## config.mk

```make
export PLATFORM = sky130hd
export DESIGN_NAME = csts_merge
export DESIGN_NICKNAME = d
export VERILOG_FILES = /design/src/design/csts_pkg.sv /design/src/design/csts_merge.sv
export SDC_FILE = /design/constraint.sdc
export NUM_CORES = 2
export LEC_CHECK = 0
export ABC_AREA = 1
export BUFFER_PORTS_ARGS = -buffer_cell sky130_fd_sc_hd__buf_2
export CAP_MARGIN = 5
export CORE_ASPECT_RATIO = 0.5
export CORE_UTILIZATION = 50
export CTS_CLUSTER_SIZE = 40
export DETAILED_ROUTE_END_ITERATION = 16
export PLACE_DENSITY = 0.81
export SLEW_MARGIN = 15
export SYNTH_ARGS = -nofsm -noshare
export SYNTH_HDL_FRONTEND = slang
export SYNTH_SLANG_ARGS = --single-unit
```

## constraint.sdc

```tcl
create_clock -name clk -period 2.17 [get_ports clk]
set_input_delay 0.5425 -clock clk [delete_from_list [all_inputs] [get_ports clk]]
set_output_delay 0.5425 -clock clk [all_outputs]
set_load 0.005 [all_outputs]
```

## src/design/csts_pkg.sv

```systemverilog
`timescale 1ns / 1ps
package csts_pkg;

  localparam int ID_W   = 20;
  localparam int DOF_W  = 21;
  localparam int CRD_W  = 32;
  localparam int DIF_W  = 33;
  localparam int PRD_W  = 66;
  localparam int DET_W  = 67;
  localparam int DM_W   = 66;
  localparam int DV_W   = 32;
  localparam int M_W    = 65;
  localparam int TERM_W = 98;
  localparam int SUM_W  = 99;
  localparam int TOT_W  = 118;
  localparam int MAG_W  = 117;
  localparam int Q_W    = 64;
  localparam int REM_W  = 67;
  localparam int VAL_W  = 64;
  localparam int LANES  = 4;
  localparam int NODES  = 3;
  localparam int DOFS   = 6;
  localparam int IN_W   = 256;
  localparam int OUT_W  = 112;

  localparam int GAUSS_POINTS = 1;
  localparam int FRAC_SHIFT   = 15;

  localparam logic [2:0] LAST_IDX = 3'(DOFS - 1);

  localparam logic [VAL_W-1:0] VAL_MAX = {1'b0, {(VAL_W-1){1'b1}}};
  localparam logic [VAL_W-1:0] VAL_MIN = {1'b1, {(VAL_W-1){1'b0}}};

  // strain components
  localparam logic [1:0] SC_X = 2'd0;
  localparam logic [1:0] SC_Y = 2'd1;
  localparam logic [1:0] SC_S = 2'd2;

  // register indexes
  localparam logic [2:0] REG_D_XX = 3'd0;
  localparam logic [2:0] REG_D_XY = 3'd1;
  localparam logic [2:0] REG_D_XS = 3'd2;
  localparam logic [2:0] REG_D_YY = 3'd3;
  localparam logic [2:0] REG_D_YS = 3'd4;
  localparam logic [2:0] REG_D_SS = 3'd5;

  typedef struct packed {
    logic signed [DV_W-1:0] d_xx;
    logic signed [DV_W-1:0] d_xy;
    logic signed [DV_W-1:0] d_xs;
    logic signed [DV_W-1:0] d_yy;
    logic signed [DV_W-1:0] d_ys;
    logic signed [DV_W-1:0] d_ss;
  } csts_dmat_t;

  typedef struct packed {
    logic [DOF_W-1:0] row_dof;
    logic [DOF_W-1:0] col_dof;
    logic             degen;
    logic             last;
    logic             neg;
    logic [DM_W-1:0]  dm;
  } csts_meta_t;

  typedef struct packed {
    logic signed [DIF_W-1:0] v0;
    logic signed [DIF_W-1:0] v1;
    logic [DOF_W-1:0]        dof;
  } csts_ring_t;

  typedef struct packed {
    csts_meta_t       meta;
    logic             ovf;
    logic [REM_W-1:0] rem;
    logic [Q_W-1:0]   lo;
  } csts_dv_t;

  function automatic logic signed [DV_W-1:0] d_pick(csts_dmat_t dm, logic [1:0] p,
                                                    logic [1:0] q);
    logic [1:0] a;
    logic [1:0] b;
    logic signed [DV_W-1:0] r;
    a = (p < q) ? p : q;
    b = (p < q) ? q : p;
    case ({a, b})
      {SC_X, SC_X}: r = dm.d_xx;
      {SC_X, SC_Y}: r = dm.d_xy;
      {SC_X, SC_S}: r = dm.d_xs;
      {SC_Y, SC_Y}: r = dm.d_yy;
      {SC_Y, SC_S}: r = dm.d_ys;
      {SC_S, SC_S}: r = dm.d_ss;
      default:      r = '0;
    endcase
    return r;
  endfunction

endpackage

```

## src/design/csts_merge.sv

```systemverilog
`timescale 1ns / 1ps
// sums the lane terms, scales, takes magnitude and sets up the divide
module csts_merge (
  input  logic                                clk,
  input  logic                                rst_n,
  input  logic                                adv,
  input  logic                                iss_valid,
  input  csts_pkg::csts_meta_t                iss_meta,
  input  logic signed [csts_pkg::TERM_W-1:0]  term [csts_pkg::LANES],
  output logic                                dv_valid,
  output csts_pkg::csts_dv_t                  dv
);

  localparam logic signed [csts_pkg::TOT_W-1:0] GP_MUL = csts_pkg::TOT_W'(csts_pkg::GAUSS_POINTS);

  logic                 d_valid_r [3];
  csts_pkg::csts_meta_t d_meta_r [3];

  logic                              s5_valid_r, s6_valid_r, s7_valid_r, s8_valid_r;
  csts_pkg::csts_meta_t              s5_meta_r, s6_meta_r, s7_meta_r;
  csts_pkg::csts_meta_t              s7_meta_nxt;
  logic signed [csts_pkg::SUM_W-1:0] s5_a_r, s5_b_r;
  logic signed [csts_pkg::TOT_W-1:0] s6_tot_r;
  logic [csts_pkg::MAG_W-1:0]        s7_mag_r;
  csts_pkg::csts_dv_t                s8_r;

  always_comb begin
    s7_meta_nxt     = s6_meta_r;
    s7_meta_nxt.neg = s6_meta_r.neg ^ s6_tot_r[csts_pkg::TOT_W-1];
  end

  always_ff @(posedge clk) begin
    if (!rst_n) begin
      for (int k = 0; k < 3; k++) begin
        d_valid_r[k] <= 1'b0;
      end
      s5_valid_r <= 1'b0;
      s6_valid_r <= 1'b0;
      s7_valid_r <= 1'b0;
      s8_valid_r <= 1'b0;
    end else if (adv) begin
      d_valid_r[0] <= iss_valid;
      d_valid_r[1] <= d_valid_r[0];
      d_valid_r[2] <= d_valid_r[1];
      s5_valid_r   <= d_valid_r[2];
      s6_valid_r   <= s5_valid_r;
      s7_valid_r   <= s6_valid_r;
      s8_valid_r   <= s7_valid_r;
    end
  end

  always_ff @(posedge clk) begin
    if (adv) begin
      d_meta_r[0] <= iss_meta;
      d_meta_r[1] <= d_meta_r[0];
      d_meta_r[2] <= d_meta_r[1];
      s5_meta_r   <= d_meta_r[2];
      s5_a_r      <= csts_pkg::SUM_W'(term[0]) + csts_pkg::SUM_W'(term[1]);
      s5_b_r      <= csts_pkg::SUM_W'(term[2]) + csts_pkg::SUM_W'(term[3]);
      s6_meta_r   <= s5_meta_r;
      s6_tot_r    <= ((csts_pkg::TOT_W'(s5_a_r) + csts_pkg::TOT_W'(s5_b_r)) * GP_MUL)
                     <<< csts_pkg::FRAC_SHIFT;
      s7_meta_r     <= s7_meta_nxt;
      s7_mag_r      <= s6_tot_r[csts_pkg::TOT_W-1] ? csts_pkg::MAG_W'(-s6_tot_r)
                                                   : csts_pkg::MAG_W'(s6_tot_r);
      s8_r.meta <= s7_meta_r;
      // quotient of 2^64 or more saturates either way
      s8_r.ovf  <= csts_pkg::DM_W'(s7_mag_r[csts_pkg::MAG_W-1:csts_pkg::Q_W]) >= s7_meta_r.dm;
      s8_r.rem  <= csts_pkg::REM_W'(s7_mag_r[csts_pkg::MAG_W-1:csts_pkg::Q_W]);
      s8_r.lo   <= s7_mag_r[csts_pkg::Q_W-1:0];
    end
  end

  assign dv_valid = s8_valid_r;
  assign dv       = s8_r;

endmodule

```

==> flow_metrics.env, run 1 <==
export IMPL_status="did not finish"
export IMPL_stop_stage="5_1_grt"
export IMPL_error_line="[ERROR GRT-0232] Routing congestion too high. Check the congestion heatmap in the GUI."
export IMPL_syn_inst=8612
export IMPL_num_rows=98
export IMPL_fp_dieH_um=272
export IMPL_synth_edf_count=1283
export IMPL_synth_top_area_cell="edfxtp_1"
export IMPL_ctsHtreeMaxLevel=3
export IMPL_io_pins=751
export IMPL_yosys_register_bits=1287
export IMPL_grt_max_degree=99
export IMPL_synth_top_area_frac=0.529
export IMPL_cts_buffer_depth=3
export IMPL_port_buffers=721
export IMPL_yosysWarnings=0
export IMPL_clock_root_buffer="clkbuf_16"
export IMPL_pre_cts_slack_ps=-1400
export IMPL_synthesis_area_mm2=0.0729
export IMPL_synth_flop_cell="edfxtp_1"
export IMPL_hpwl_um=266000
export IMPL_ys_seq_area_frac=0.530
export IMPL_die_x_um=542
export IMPL_grt_ovfl_total=170
export IMPL_grtUsageTotal=0.619
export IMPL_cts_buffers=107
export IMPL_dp_cells=12900
export IMPL_start_util=0.507
export IMPL_synth_area_per_cell_um2=8.46
export IMPL_synth_cell_types=46
export IMPL_cts_sinks=1287
export IMPL_synth_area_top_cells="edfxtp_1 (53%), nand2_1 (15%), inv_1 (8.3%)"
export IMPL_gp_congestion=1.11
export IMPL_async_flop_share=0
-- cell usage after synthesis, types with 3 or more instances --
master,n
a21boi_0,7
a21o_1,7
a21oi_1,323
and2_1,34
and3_1,3
buf_1,5
buf_4,29
clkbuf_1,7
dfxtp_1,4
edfxtp_1,1283
fa_1,3
ha_1,349
inv_1,1619
inv_2,5
nand2_1,2961
nand2_2,12
nand3_1,353
nand3_2,3
nand3b_1,28
nand4_1,114
nor2_1,867
nor2_2,8
nor2_4,4
nor3_1,61
nor3_2,3
nor4_1,18
o211ai_1,4
o21a_1,11
o21ai_0,126
o21ai_2,4
o21bai_1,58
o31ai_1,4
or2_2,7
xnor2_1,23
xor2_1,251
-- metal layers --
| metal | GRT overflow | track usage |
|---|---|---|
| met4 | 86 | 0.401 |
| met3 | 6 | 0.425 |
| met1 | 6 | 0.726 |
| met5 | 1 | 0.269 |
| met2 | 71 | 0.778 |
-- timing repair --
item	in CTS
cloned	0
endpoints found under the setup margin	193
hold buffers	62
hold endpoints to repair	62
gates resized for setup	1365
pin swaps	317
buffers inserted	124
-- metrics by stage --
stage	setup TNS (ps)	area, µm²	utilization
detailed placement	-160020	91300	0.635
global placement	-154320	91300	0.635
floorplan	0	73000	-
CTS	-20980	102000	0.709
-- kinds of logic after synthesis --
group | after synthesis | synth area share
AO/OA/AOI/OAI | 549 | 0.0412
XOR/XNOR | 274 | 0.0329
other | 1 | 0.0000515
flip-flops | 1287 | 0.530
adder cells (fa/ha/maj) | 352 | 0.0608
AND/OR/NAND/NOR | 4482 | 0.248
buffers and inverters | 1667 | 0.0874
==> run 2, diff against run 1 <==
--- a/config.mk
+++ b/config.mk
@@ -8,11 +8,9 @@
 export ABC_AREA = 1
 export BUFFER_PORTS_ARGS = -buffer_cell sky130_fd_sc_hd__buf_2
 export CAP_MARGIN = 5
-export CORE_ASPECT_RATIO = 0.5
-export CORE_UTILIZATION = 50
-export CTS_CLUSTER_SIZE = 40
+export CORE_UTILIZATION = 35
 export DETAILED_ROUTE_END_ITERATION = 16
-export PLACE_DENSITY = 0.81
+export PLACE_DENSITY_LB_ADDON = 0.15
 export SLEW_MARGIN = 15
 export SYNTH_ARGS = -nofsm -noshare
 export SYNTH_HDL_FRONTEND = slang
==> constraint.sdc (replaced) <==
create_clock -name clk -period 2.8 [get_ports clk]
set_input_delay 0.7 -clock clk [delete_from_list [all_inputs] [get_ports clk]]
set_output_delay 0.7 -clock clk [all_outputs]
set_load 0.005 [all_outputs]
==> run 2 against run 1 <==
Compared with the run above: synthesized cell count unchanged; the run now ends clean; area after synthesis unchanged.
==> flow_metrics.env, run 2 <==
export IMPL_status="completed"
export IMPL_tightest_slew_ps=725
export IMPL_ctsHtreeMaxLevel=4
export IMPL_port_buffers=721
export IMPL_synth_top_area_cell="edfxtp_1"
export IMPL_fp_dieH_um=458
export IMPL_power_share_clock=0.283
export IMPL_clock_root_buffer="clkbuf_16"
export IMPL_setup_violations=0
export IMPL_async_flop_share=0
export IMPL_clk_pin_slew_ps=60
export IMPL_skew_ps=50.3
export IMPL_final_max_slew_viol_count=0
export IMPL_grt_pass1_wl_um=417000
export IMPL_synth_edf_count=1283
export IMPL_ys_seq_area_frac=0.530
export IMPL_grt_ovfl_total=0
export IMPL_num_rows=167
export IMPL_drtIter0Drc=4566
export IMPL_largest_reg_flops=333
export IMPL_grt_pass1_vias=62800
export IMPL_synth_common_cells="nand2_1 (2961), inv_1 (1619), edfxtp_1 (1283)"
export IMPL_nFillCells=20600
export IMPL_nNetsFinal=11600
export IMPL_cellLeakagePower_nw=46.3
export IMPL_drtAntennaViolNets=0
export IMPL_cp_end_kind="register"
export IMPL_synth_area_top_cells="edfxtp_1 (53%), nand2_1 (15%), inv_1 (8.3%)"
export IMPL_antenna_found_initial=8
export IMPL_wl_um=292000
export IMPL_top_register="d_meta_r"
export IMPL_hold_viol=0
export IMPL_maxCapViolations=0
export IMPL_cts_tree="yes"
export IMPL_required_ps=3280
export IMPL_final_cell_mix="nand2_1 (2919), inv_1 (1617), edfxtp_1 (1283)"
export IMPL_path_max_fanout=3
export IMPL_area_growth_pct=31.6
export IMPL_grt_max_degree=97
export IMPL_fin_crit_sh=0.999
export IMPL_yosys_register_bits=1287
export IMPL_clock_latency_ps=800
export IMPL_switching_power_mw=21.9
export IMPL_wl_per_cell_um=21.4
export IMPL_dp_cells=13400
export IMPL_die_x_um=458
export IMPL_start_kind="register"
export IMPL_yosysWarnings=0
export IMPL_io_pins=751
export IMPL_via_per_inst=4.62
export IMPL_peakVddDrop_mv=0.645
export IMPL_intPower_mw=43.3
export IMPL_max_slew_margin=0.512
export IMPL_pre_cts_slack_ps=-943
export IMPL_start_util=0.352
export IMPL_syn_inst=8612
export IMPL_power_frac_comb=0.314
export IMPL_grtUsageTotal=0.275
export IMPL_drive_gt1_frac=0.225
export IMPL_synthesis_area_mm2=0.0729
export IMPL_p_sw_frac=0.336
export IMPL_cts_sinks=1287
export IMPL_critPathArrivalTime_ps=3280
export IMPL_power_mw=65.2
export IMPL_postCtsHoldBufs=0
export IMPL_grt_setup_unrepaired="yes"
export IMPL_period_needed_ps=2800
export IMPL_max_freq_ghz=0.357
export IMPL_p_seq_frac=0.403
export IMPL_crit_type="register to register"
export IMPL_synth_top_area_frac=0.529
export IMPL_coreArea_mm2=0.207
export IMPL_hold_path_class="input port to register"
export IMPL_synth_cell_types=46
export IMPL_cts_buffer_depth=3
export IMPL_drc=0
export IMPL_yosysMostFrequentCell="nand2_1"
export IMPL_dr_pass1_iters=5
export IMPL_fin_util=0.463
export IMPL_cts_buffers=140
export IMPL_dieArea_mm2=0.210
export IMPL_mostFrequentLayoutCell="nand2_1"
export IMPL_synth_area_per_cell_um2=8.46
export IMPL_stdcell_count=13700
export IMPL_hpwl_um=255000
export IMPL_synth_flop_cell="edfxtp_1"
export IMPL_dr_total_vias=63300
export IMPL_finalWorstSetupSlack_ps=2.22
export IMPL_gp_congestion=1.00
export IMPL_power_density_mw_per_mm2=680
-- run 2: cell counts after synthesis --
No cell type changed its count.
-- run 2: path summary, 6_finish.rpt --
kind,start,end,slack (ps),cells after the start
setup / recovery,s5_b_r[23],s6_tot_r[91],2,13
hold / removal,iss_meta[9],d_meta_r[0][9],70,1
hold reg to reg,d_meta_r[0][22],d_meta_r[1][22],400,0
setup reg to reg,s5_b_r[23],s6_tot_r[91],2,13
-- run 2: area by class of cell --
class                           count  area, µm²  share of cell area
Timing Repair Buffer             2038      14200               0.149
Sequential cell                  1287      38600               0.403
Multi-Input combinational cell   5688      28800               0.300
Tap cell                         2788       3490              0.0364
Clock inverter                     80        940             0.00980
Antenna cell                        6       15.0            0.000157
Inverter                         1624       6100              0.0636
Clock buffer                      171       3700              0.0386
-- run 2: kinds of logic after synthesis --
kind of cell	after synthesis	synth area share
and+or+nand+nor	4482	0.248
buffers and inverters	1667	0.0874
other	1	0.0000515
adders and majority gates	352	0.0608
AOI/OAI and AO/OA	549	0.0412
DFF	1287	0.530
xor gates and xnor gates	274	0.0329
-- run 2: metal layers --
| metal | wire length, µm | track usage | vias up |
|---|---|---|---|
| li1 | - | - | 31700 |
| met1 | 130000 | 0.365 | 29500 |
| met2 | 138000 | 0.468 | 1679 |
| met3 | 13200 | 0.0276 | 344 |
| met4 | 10900 | 0.0928 | 0 |
| met5 | 0 | 0 | - |
-- run 2: repair_timing --
action,4_1_cts,5_1_grt
endpoints found under the setup margin,37,54
endpoints found under the hold margin,0,0
gates resized for setup,53,127
pin swaps,1,12
setup buffers,2,4
-- run 2: critical path, stage by stage, from the launching register on --
cell      delay [ps]
edfxtp_1         590
ha_4             370
nand2_1           80
nor2_1           150
inv_1            120
buf_4            150
nor2_2           120
inv_1             80
nor2_1           130
nand3_1          110
nand3_2          170
nand2_1          150
nand3_1          100
nand2_1          140
-- run 2: metrics by stage --
stage / hold WS (ps) / cell area [µm²] / TNS, ps
2_1_floorplan: 400 / 73000 / 0
3_5_place_dp: 405 / 90400 / -47320
3_3_place_gp: 400 / 90400 / -46190
6_report: 74.7 / 95900 / 0
4_1_cts: 3.41 / 95300 / -26.6
5_1_grt: 18.9 / 95900 / -108
-- run 2: power by group through the flow --
| stage | registers, mW | logic, mW | clock network [mW] |
|---|---|---|---|
| global route | 26.5 | 22.4 | 19.6 |
| global placement | 26.6 | 19.9 | 0 |
| CTS | 26.3 | 20.1 | 19.0 |
| detailed placement | 26.7 | 19.9 | 0 |
| floorplan | 25.8 | 9.23 | 0 |
| finish | 26.3 | 20.5 | 18.4 |
Power figures use the tool's default switching activity.
